### config.mk
export PLATFORM = sky130hd
export DESIGN_NAME = cubic_lagrange_resampler
export DESIGN_NICKNAME = d
export VERILOG_FILES = /design/src/rtl/core/clr_pkg.sv /design/src/rtl/core/clr_datapath.sv /design/src/rtl/core/clr_controller.sv /design/src/rtl/core/cubic_lagrange_resampler.sv
export SDC_FILE = /design/constraint.sdc
export NUM_CORES = 2
export LEC_CHECK = 0
export ABC_CLOCK_PERIOD_IN_PS = 16700
export BUFFER_PORTS_ARGS = -buffer_cell sky130_fd_sc_hd__clkbuf_2
export CAP_MARGIN = 20
export CELL_PAD_IN_SITES_DETAIL_PLACEMENT = 1
export CELL_PAD_IN_SITES_GLOBAL_PLACEMENT = 1
export CORE_MARGIN = 10
export CORE_UTILIZATION = 36
export DETAILED_ROUTE_END_ITERATION = 6
export HOLD_SLACK_MARGIN = 0.08
export PLACE_DENSITY_LB_ADDON = 0.2
export SYNTH_ARGS = -nofsm -noshare
export SYNTH_HDL_FRONTEND = slang
export SYNTH_SLANG_ARGS = --single-unit
### constraint.sdc
create_clock -name i_clk -period 16.7 [get_ports i_clk]
set_clock_uncertainty 0.1 [all_clocks]
set_input_delay 2.505 -clock i_clk [delete_from_list [all_inputs] [get_ports i_clk]]
set_output_delay 2.505 -clock i_clk [all_outputs]
set_load 0.02 [all_outputs]
### src/rtl/core/clr_pkg.sv
// shared types and constants of the cubic lagrange resampler
package clr_pkg;

    localparam int SAMPLE_BITS = 16;
    localparam int FRAC_BITS   = 16;
    localparam int STEP_BITS   = FRAC_BITS + 5;
    localparam int DELAY_BITS  = FRAC_BITS + 1;
    localparam int CFG_BITS    = STEP_BITS;
    localparam int TIME_BITS   = FRAC_BITS + 7;
    localparam int BASE_BITS   = TIME_BITS - FRAC_BITS;
    localparam int COEF_BITS   = SAMPLE_BITS + 6;
    localparam int H_BITS      = SAMPLE_BITS + 8;
    localparam int X_BITS      = FRAC_BITS + 1;
    localparam int DIV_K       = SAMPLE_BITS + 3;
    localparam int B_BITS      = (X_BITS > DIV_K) ? X_BITS : DIV_K;
    localparam int PROD_BITS   = H_BITS + B_BITS;
    localparam int W_BITS      = SAMPLE_BITS + 2;
    localparam int MAX_RESULTS = 64;
    localparam int CNT_BITS    = $clog2(MAX_RESULTS + 1);

    localparam logic [STEP_BITS-1:0] STEP_RESET = STEP_BITS'(1) << FRAC_BITS;
    localparam logic [STEP_BITS-1:0] STEP_MIN   = STEP_BITS'(1) << (FRAC_BITS - 4);

    // reciprocal of three, exact for dividends below 2^(DIV_K-1)
    localparam logic signed [B_BITS-1:0] DIV_M = B_BITS'((64'd1 << DIV_K) / 3 + 1);

    // clamp window for floor(w/3) so the quotient lands in the sample range
    localparam logic signed [H_BITS-1:0] W_LO = H_BITS'(-3 * (2 ** (SAMPLE_BITS - 1)));
    localparam logic signed [H_BITS-1:0] W_HI = H_BITS'(3 * (2 ** (SAMPLE_BITS - 1)) - 1);

    // configuration register indexes
    localparam logic REG_STEP  = 1'b0;
    localparam logic REG_DELAY = 1'b1;

    // horner pass codes, one per added coefficient
    localparam logic [1:0] PASS_A2 = 2'd0;
    localparam logic [1:0] PASS_A1 = 2'd1;
    localparam logic [1:0] PASS_A0 = 2'd2;

    typedef struct packed {
        logic signed [SAMPLE_BITS-1:0] sample;
        logic                          last;
    } t_in;

    typedef struct packed {
        logic signed [SAMPLE_BITS-1:0] value;
        logic                          final_res;
    } t_out;

    typedef struct packed {
        logic       take;
        logic       load;
        logic       mul;
        logic       add;
        logic [1:0] pass;
        logic       sat;
        logic       div;
        logic       emit;
        logic       final_res;
    } t_cmd;

    typedef struct packed {
        logic go;
        logic last;
        logic out_busy;
    } t_status;

endpackage

### src/rtl/core/clr_datapath.sv
// window, time accumulator, shared multiplier and output register
module clr_datapath (
    input  logic                     i_clk,
    input  logic                     i_rst_n,
    input  clr_pkg::t_in             i_in_data,
    input  logic                     i_cfg_we,
    input  logic                     i_cfg_idx,
    input  logic [clr_pkg::CFG_BITS-1:0] i_cfg_data,
    input  clr_pkg::t_cmd            i_cmd,
    output clr_pkg::t_status         o_status,
    input  logic                     i_out_ready,
    output logic                     o_out_valid,
    output clr_pkg::t_out            o_out_data
);
    import clr_pkg::*;

    localparam int D_BITS = BASE_BITS + 1;
    localparam logic signed [TIME_BITS-1:0] T_ONE       = TIME_BITS'(2 ** FRAC_BITS);
    localparam logic signed [TIME_BITS-1:0] T_MINUS_ONE = -T_ONE;
    localparam logic signed [PROD_BITS-1:0] P_HALF      = PROD_BITS'(2 ** (FRAC_BITS - 1));
    localparam logic signed [H_BITS-1:0]    H_THREE     = H_BITS'(3);

    logic [STEP_BITS-1:0]          r_step;
    logic signed [DELAY_BITS-1:0]  r_delay;
    logic signed [DELAY_BITS-1:0]  r_delay_held;
    logic                          r_active;
    logic                          r_last;
    logic signed [TIME_BITS-1:0]   r_time;
    logic signed [SAMPLE_BITS-1:0] r_win [4];
    logic signed [COEF_BITS-1:0]   r_a0;
    logic signed [COEF_BITS-1:0]   r_a1;
    logic signed [COEF_BITS-1:0]   r_a2;
    logic signed [X_BITS-1:0]      r_x;
    logic signed [H_BITS-1:0]      r_h;
    logic signed [PROD_BITS-1:0]   r_prod;
    logic [W_BITS-1:0]             r_w;
    logic                          r_out_valid;
    t_out                          r_out;

    logic [STEP_BITS-1:0]          step_eff;
    logic signed [BASE_BITS-1:0]   base;
    logic signed [D_BITS-1:0]      tap_d [4];
    logic signed [COEF_BITS-1:0]   z [4];
    logic signed [COEF_BITS-1:0]   d30;
    logic signed [COEF_BITS-1:0]   d12;
    logic signed [COEF_BITS-1:0]   d31;
    logic signed [COEF_BITS-1:0]   d32;
    logic signed [COEF_BITS-1:0]   a3;
    logic signed [COEF_BITS-1:0]   a1;
    logic signed [COEF_BITS-1:0]   a2;
    logic signed [COEF_BITS-1:0]   a0;
    logic signed [H_BITS-1:0]      mul_a;
    logic signed [B_BITS-1:0]      mul_b;
    logic signed [PROD_BITS-1:0]   prod;
    logic signed [PROD_BITS-1:0]   rnd_full;
    logic signed [COEF_BITS-1:0]   coef;
    logic signed [H_BITS-1:0]      h_add;
    logic signed [H_BITS-1:0]      w_half;
    logic signed [H_BITS-1:0]      w_cl;
    logic signed [H_BITS-1:0]      w_off;
    logic signed [TIME_BITS:0]     t_sum;
    logic [SAMPLE_BITS-1:0]        quot;

    assign step_eff = (r_step < STEP_MIN) ? STEP_MIN : r_step;
    assign base     = r_time[TIME_BITS-1:FRAC_BITS];

    // pick the four taps around the output time, zero outside the window
    always_comb begin
        for (int k = 0; k < 4; k++) begin
            tap_d[k] = D_BITS'(1 - k) - {base[BASE_BITS-1], base};
            if (tap_d[k][D_BITS-1:2] == '0) begin
                z[k] = COEF_BITS'(r_win[tap_d[k][1:0]]);
            end else begin
                z[k] = '0;
            end
        end
    end

    // farrow coefficients scaled by six
    always_comb begin
        d30 = z[3] - z[0];
        d12 = z[1] - z[2];
        d31 = z[3] - z[1];
        d32 = z[3] - z[2];
        a3  = d30 + (d12 <<< 1) + d12;
        a1  = (d31 <<< 1) + d31 - a3;
        a2  = (d32 <<< 2) + (d32 <<< 1) - a3 - a1;
        a0  = (z[2] <<< 2) + (z[2] <<< 1);
    end

    // shared multiplier: horner product or reciprocal divide by three
    always_comb begin
        if (i_cmd.div) begin
            mul_a = signed'(H_BITS'(r_w));
            mul_b = DIV_M;
        end else begin
            mul_a = r_h;
            mul_b = B_BITS'(r_x);
        end
        prod = PROD_BITS'(mul_a) * PROD_BITS'(mul_b);
    end

    always_comb begin
        case (i_cmd.pass)
            PASS_A2: coef = r_a2;
            PASS_A1: coef = r_a1;
            default: coef = r_a0;
        endcase
        rnd_full = (r_prod + P_HALF) >>> FRAC_BITS;
        h_add    = rnd_full[H_BITS-1:0] + H_BITS'(coef);
    end

    // floor((h+3)/6) = floor(floor((h+3)/2)/3), clamped and offset to unsigned
    always_comb begin
        w_half = (r_h + H_THREE) >>> 1;
        if (w_half < W_LO) begin
            w_cl = W_LO;
        end else if (w_half > W_HI) begin
            w_cl = W_HI;
        end else begin
            w_cl = w_half;
        end
        w_off = w_cl - W_LO;
    end

    assign quot = r_prod[DIV_K +: SAMPLE_BITS];

    always_comb begin
        t_sum = (TIME_BITS + 1)'(r_time) + (TIME_BITS + 1)'(r_delay_held);
        if (r_last) begin
            o_status.go = t_sum[TIME_BITS] || (t_sum == '0);
        end else begin
            o_status.go = r_time < T_MINUS_ONE;
        end
        o_status.last     = r_last;
        o_status.out_busy = r_out_valid && !i_out_ready;
    end

    always_ff @(posedge i_clk) begin
        if (!i_rst_n) begin
            r_step      <= STEP_RESET;
            r_delay     <= '0;
            r_active    <= 1'b0;
            r_out_valid <= 1'b0;
        end else begin
            if (i_cfg_we) begin
                unique case (i_cfg_idx)
                    REG_STEP:  r_step  <= i_cfg_data[STEP_BITS-1:0];
                    REG_DELAY: r_delay <= i_cfg_data[DELAY_BITS-1:0];
                endcase
            end
            if (i_cmd.take) begin
                r_active <= !i_in_data.last;
            end
            if (i_cmd.emit) begin
                r_out_valid <= 1'b1;
            end else if (i_out_ready) begin
                r_out_valid <= 1'b0;
            end
        end
    end

    always_ff @(posedge i_clk) begin
        if (i_cmd.take) begin
            r_last <= i_in_data.last;
            if (r_active) begin
                r_win[3] <= r_win[2];
                r_win[2] <= r_win[1];
                r_win[1] <= r_win[0];
                r_time   <= r_time - T_ONE;
            end else begin
                // stream start: fresh window, delay latched
                r_win[3]     <= '0;
                r_win[2]     <= '0;
                r_win[1]     <= '0;
                r_delay_held <= r_delay;
                r_time       <= -TIME_BITS'(r_delay);
            end
            r_win[0] <= i_in_data.sample;
        end
        if (i_cmd.load) begin
            r_x    <= {1'b1, r_time[FRAC_BITS-1:0]};
            r_h    <= H_BITS'(a3);
            r_a2   <= a2;
            r_a1   <= a1;
            r_a0   <= a0;
            r_time <= r_time + signed'(TIME_BITS'(step_eff));
        end
        if (i_cmd.mul || i_cmd.div) begin
            r_prod <= prod;
        end
        if (i_cmd.add) begin
            r_h <= h_add;
        end
        if (i_cmd.sat) begin
            r_w <= w_off[W_BITS-1:0];
        end
        if (i_cmd.emit) begin
            r_out.value     <= signed'({~quot[SAMPLE_BITS-1], quot[SAMPLE_BITS-2:0]});
            r_out.final_res <= i_cmd.final_res;
        end
    end

    assign o_out_valid = r_out_valid;
    assign o_out_data  = r_out;

endmodule

### src/rtl/core/clr_controller.sv
// sequencer for sample intake and per-output cubic evaluation
module clr_controller (
    input  logic             i_clk,
    input  logic             i_rst_n,
    input  logic             i_in_valid,
    output logic             o_in_ready,
    input  clr_pkg::t_status i_status,
    output clr_pkg::t_cmd    o_cmd
);
    import clr_pkg::*;

    localparam logic [2:0] S_IDLE  = 3'd0;
    localparam logic [2:0] S_CHECK = 3'd1;
    localparam logic [2:0] S_LOAD  = 3'd2;
    localparam logic [2:0] S_MUL   = 3'd3;
    localparam logic [2:0] S_ADD   = 3'd4;
    localparam logic [2:0] S_SAT   = 3'd5;
    localparam logic [2:0] S_DIVM  = 3'd6;
    localparam logic [2:0] S_OUT   = 3'd7;

    localparam logic [CNT_BITS-1:0] CNT_MAX = CNT_BITS'(MAX_RESULTS);

    logic [2:0]          r_state;
    logic [2:0]          n_state;
    logic [CNT_BITS-1:0] r_cnt;
    logic [CNT_BITS-1:0] n_cnt;
    logic [1:0]          r_pass;
    logic [1:0]          n_pass;

    always_comb begin
        n_state    = r_state;
        n_cnt      = r_cnt;
        n_pass     = r_pass;
        o_cmd      = '0;
        o_cmd.pass = r_pass;
        o_in_ready = 1'b0;
        unique case (r_state)
            S_IDLE: begin
                o_in_ready = 1'b1;
                if (i_in_valid) begin
                    o_cmd.take = 1'b1;
                    n_cnt      = '0;
                    n_state    = S_CHECK;
                end
            end
            S_CHECK: begin
                if (i_status.go && r_cnt != CNT_MAX) begin
                    n_state = S_LOAD;
                end else begin
                    n_state = S_IDLE;
                end
            end
            S_LOAD: begin
                o_cmd.load = 1'b1;
                n_cnt      = r_cnt + 1'b1;
                n_pass     = PASS_A2;
                n_state    = S_MUL;
            end
            S_MUL: begin
                o_cmd.mul = 1'b1;
                n_state   = S_ADD;
            end
            S_ADD: begin
                o_cmd.add = 1'b1;
                if (r_pass == PASS_A0) begin
                    n_state = S_SAT;
                end else begin
                    n_pass  = r_pass + 1'b1;
                    n_state = S_MUL;
                end
            end
            S_SAT: begin
                o_cmd.sat = 1'b1;
                n_state   = S_DIVM;
            end
            S_DIVM: begin
                o_cmd.div = 1'b1;
                n_state   = S_OUT;
            end
            S_OUT: begin
                // go already reflects the advanced output time
                if (!i_status.out_busy) begin
                    o_cmd.emit      = 1'b1;
                    o_cmd.final_res = i_status.last && (!i_status.go || r_cnt == CNT_MAX);
                    n_state         = S_CHECK;
                end
            end
        endcase
    end

    always_ff @(posedge i_clk) begin
        if (!i_rst_n) begin
            r_state <= S_IDLE;
            r_cnt   <= '0;
            r_pass  <= PASS_A2;
        end else begin
            r_state <= n_state;
            r_cnt   <= n_cnt;
            r_pass  <= n_pass;
        end
    end

endmodule

### src/rtl/core/cubic_lagrange_resampler.sv
// top level of the cubic lagrange resampler
//
// input channel: one sample per transfer (i_in_valid / o_in_ready), with a
// last flag on the final sample of a stream. output channel: interpolated
// samples (o_out_valid / i_out_ready), final_res set on the stream's last one.
// config port: i_cfg_we writes step (index 0, unsigned Q16) or frac_delay
// (index 1, signed Q16); write only while the block is idle.
// each input transfer goes through intake and check, and each result it
// releases then runs in turn: coefficient load, three multiply/add horner
// rounds, saturation, reciprocal multiply for the divide by six, output
// write; the steps share a single multiplier. results per sample follow from
// step, at most 64, and the last sample flushes the remaining outputs.
// o_in_ready is high only while no sample is being worked on.
// reset clears the stream state and loads step = 1.0 and delay = 0.
// the output register holds a result until taken; while it is stalled the
// sequencer waits before writing the next result, and a new sample can be
// taken while the final result of the previous one still waits.
module cubic_lagrange_resampler (
    input  logic                     i_clk,
    input  logic                     i_rst_n,
    input  logic                     i_in_valid,
    output logic                     o_in_ready,
    input  clr_pkg::t_in             i_in_data,
    output logic                     o_out_valid,
    input  logic                     i_out_ready,
    output clr_pkg::t_out            o_out_data,
    input  logic                     i_cfg_we,
    input  logic                     i_cfg_idx,
    input  logic [clr_pkg::CFG_BITS-1:0] i_cfg_data
);
    import clr_pkg::*;

    t_cmd    cmd;
    t_status status;

    clr_controller u_ctrl (
        .i_clk      (i_clk),
        .i_rst_n    (i_rst_n),
        .i_in_valid (i_in_valid),
        .o_in_ready (o_in_ready),
        .i_status   (status),
        .o_cmd      (cmd)
    );

    clr_datapath u_dp (
        .i_clk       (i_clk),
        .i_rst_n     (i_rst_n),
        .i_in_data   (i_in_data),
        .i_cfg_we    (i_cfg_we),
        .i_cfg_idx   (i_cfg_idx),
        .i_cfg_data  (i_cfg_data),
        .i_cmd       (cmd),
        .o_status    (status),
        .i_out_ready (i_out_ready),
        .o_out_valid (o_out_valid),
        .o_out_data  (o_out_data)
    );

endmodule

==> metrics.sh <==
RUN_STATUS='complete, no violations'
SYNTHESIS.AREA_PER_INSTANCE_UM2=9.32
SYNTHESIS.YOSYS.WARNINGS=0
ACCUMULATED_NEGATIVE_SETUP_SLACK_NS=0
CP_MAX_FO=39
LARGEST_NET_DEGREE_AT_THE_START_OF_GLOBAL_ROUTING=136
CRITICAL_PATH.STARTPOINT='u_dp.r_time[17]'
TIMING.FINAL.WS_SETUP_NS=4.42
YOSYSMOSTFREQUENTCELL='inv_1'
CTS_TREE='done'
SYNTH_FF_TYPE='edfxtp_1'
IOPINCOUNT=63
LAYOUT_MIN_CYCLE_TIME_NS=12.28
MAX_CLOCK_FREQ_GHz=0.0815
SYNTH_ASYNC_SR_FLOP_SHARE_PCT=0
HOLDCRITSTARTPOINT='u_dp.r_step[7]'
AREA.GROWTH.SYNTH_TO_FINAL_PCT=7.85
SHARE_OF_SYNTHESIZED_CELL_AREA_IN_FULL_ADDER_HALF_ADDER_AND_MAJORITY_CELLS_PCT=35.5
DR.FIRST_ITER.DRC_COUNT=1377
FIRST_PASS_GRT_WIRE_LENGTH_UM=196000
CTS_HOLD_REPAIR.BUFFERS=0
DIE_AREA_UM2=129000
GRT_SETUP_UNREPAIRED='false'
FIRST_GLOBAL_VIAS=33600
HTREEDEPTH=2
MAPPEDNETLISTAREA_UM2=41300
HOLD_PATH.CLASS='reg -> reg'
START_UTIL_PCT=36.2
TIMING.FINAL.MAX_SLEW_VIOLATIONS=0
DESIGN_AREA_UM2=44600
GRT_ANTENNA_BEFORE_REPAIR=2
SYNTH_SIMPLE_GATE_AREA_SHARE_PCT=14.9
FLOORPLAN.CORE_AREA_UM2=114000
XOR_XNOR_CELL_AREA_SHARE_OF_THE_YOSYS_NETLIST_PCT=5.68
MAX_CAP_VIOL_COUNT=0
POSTROUTEWIRELENGTH_UM=124000
TIMING.SETUP.CRITICAL_PATH_CLASS='reg -> reg'
TIMING.CRITICAL_PATH.SLOWEST_STAGE_CELL='a211oi_1'
CTS_MAX_PATH_BUFFERS=3
CLK_PIN_SLEW_WORST_PATHS_NS=0.06
WORST_SKEW_PAIR.LATE_LATENCY_NS=0.59
SYN_INST=4435
HOLD_VIOL_FINAL=0
DPL-INSTANCE-AREA_UM2=43300
POSTCTSSETUPBUFFERS=0
CRITICAL_PATH.MOST_COMMON_CELL='a21oi_1'
WORSTMARGINPINSLEW_NS=1.07
CTS-BUFFERS-INSERTED=38
DRT.ANTENNA.VIOLATING_NETS=0
CRITICAL_PATH_REQUIRED_NS=16.91
SYNTH.AREA.MUX_SHARE_PCT=2.48
SYNTH_ENABLE_FLOP_CELLS=267
SYNTH_SEQUENTIAL_AREA_RATIO_PCT=21.9
DIE_W_UM=359
SYNTH_COMPOUND_GATE_AREA_SHARE_PCT=11.3
WORST_HOLD_PATH.NUM_CELLS=2
LAYOUT.CORE_UTILIZATION_PCT=39.1
MAX_STAGE_DELAY_NS=0.51
CLOCK-ROOT-BUFFER='clkbuf_16'
ROUTE.VIAS.TOTAL=31000
SYNTH_TOP_CELLS_BY_AREA='fa_1 26%, edfxtp_1 19%, ha_1 9.5%, inv_1 6.6%, nand2_1 4.9%'
DRT_DRC_VIOLATIONS_LEFT=0
TIMING.MAX_SLEW.REL_SLACK_PCT=28.4
YOSYSUNIQUECELLTYPES=101
CRITICAL_PATH.TOP_DELAY_FAMILY='adder cells'
DESIGN.FINAL.NETS=5312
SYNTH.CELLS.MOST_FREQUENT='729 x inv_1, 541 x nand2_1, 534 x fa_1'
YOSYS_REGISTER_BITS=319
POST_ROUTE_CELLS_DRIVE_ABOVE_1_SHARE_PCT=6.13
SYNTHDOMINANTAREACELLTYPE='fa_1'
DIE_HEIGHT_UM=359
R2R_START='u_dp.r_time[17]'
CRITICAL_PATH_CAPTURE_POINT_TYPE='register'
DPL_WORST_SLACK_NS=4.38
DRT_PASS1_ITERATIONS=5
SYNTH_TOP_FAMILY_BY_AREA='adder cells'
PLACE.DETAILED.HPWL_UM=102000
WORST-PATH-STAGES=45
TIMING.CRITICAL_PATH.FROM_TYPE='register'
POST_CTS_RESIZE_COUNT=0
SYN_NETS=5327
FF2FF_PATH_DEPTH=45
FINALSETUPVIOLCOUNT=0
POST-ROUTE-PERIOD-UTIL_PCT=73.5
ROUTE.DETAILED.VIAS_PER_INST=5.20
SINK_COUNT=319
GRT.TOTAL_USAGE_PCT=19.1
GRT_OVERFLOW=0
ROUTEDWLPERCELL_UM=20.8
NUM_ROWS=124
CP.ARRIVAL_NS=12.49
YOSYSTOPAREACELLSHARE_PCT=25.9
WORSTPATHBUFFERINVERTERCOUNT=6
GP_ROUTABILITY_CONGESTION=0.869
NUMBER_OF_BUFFERS_INSERTED_BY_PORT_BUFFERING=62
## kinds of logic (layout without fill, tap and decap cells)
kind of cell	after synthesis	count (layout)
other	0	2
AND/OR/NAND/NOR	1317	1317
buffers and inverters	901	916
flip-flops	319	319
XOR/XNOR	265	265
multiplexers	76	76
AO/OA/AOI/OAI	705	705
adder cells (fa/ha/maj)	852	852
## layer usage
metal	global-route usage, %	share of wire [%]	vias up
met4	5.05	2.7	0
met5	0	0	-
met3	1.57	3.0	150
met1	25.4	45	15800
met2	33.2	49	484
li1	-	-	14500
## worst min-delay path, delay by kind of cell (launching register included)
kind	cells	cell delay (ns)
simple gates	1	0.05
flops	1	0.31
compound gates	1	0.06
## worst paths after layout
path | end | slack, ns
worst max register to register | u_dp.r_a2[21] | 4.42
worst min-delay path | u_dp.r_step[7] | 0.37
worst min register to register | u_dp.r_step[7] | 0.37
worst max-delay path | u_dp.r_a2[21] | 4.42
## flip-flops by register name, summed over array words and instances (netlist names), 2 cells and up
name               cells
u_dp.r_step           21
u_dp.r_delay          17
u_dp.r_a2             22
u_dp.r_a1             22
u_dp.r_prod           25
u_dp.r_win            64
u_dp.r_w              18
u_dp.o_out_data       17
u_dp.r_h              24
u_dp.r_time           23
u_ctrl.r_state         3
u_ctrl.r_cnt           7
u_dp.r_a0             18
u_dp.r_x              16
u_dp.r_delay_held     17
u_ctrl.r_pass          2
## per-stage QoR
stage          std cells  hold slack (ns)
2_1_floorplan       4435            0.339
3_3_place_gp        5889            0.354
3_5_place_dp        5889            0.361
4_1_cts             5959            0.372
5_1_grt             5962            0.388
6_report            5964            0.367
## cell type report
type	count	area (um2)
Inverter	731	2750
Tap cell	1512	1890
Clock buffer	48	1020
Fill cell	13200	69600
Timing Repair Buffer	115	738
Sequential cell	319	9060
Antenna cell	2	5.00
Multi-Input combinational cell	3215	28900
Clock inverter	22	265
## cells in the final DEF, fill, tap and decap left out, drive strengths merged, types with 47 or more instances in the layout
cell type,count
clkbuf,111
o21ai,150
nand2b,52
edfxtp,267
fa,534
and3,121
xnor2,179
a21oi,176
nor2,248
xor2,85
nor2b,78
nor3,47
nand3,83
dfxtp,52
inv,733
and2,55
ha,314
buf,52
a21boi,62
nand2,541
Power is not shown: default switching activity piles up to over one toggle a cycle in this logic, so the estimate is an artifact.
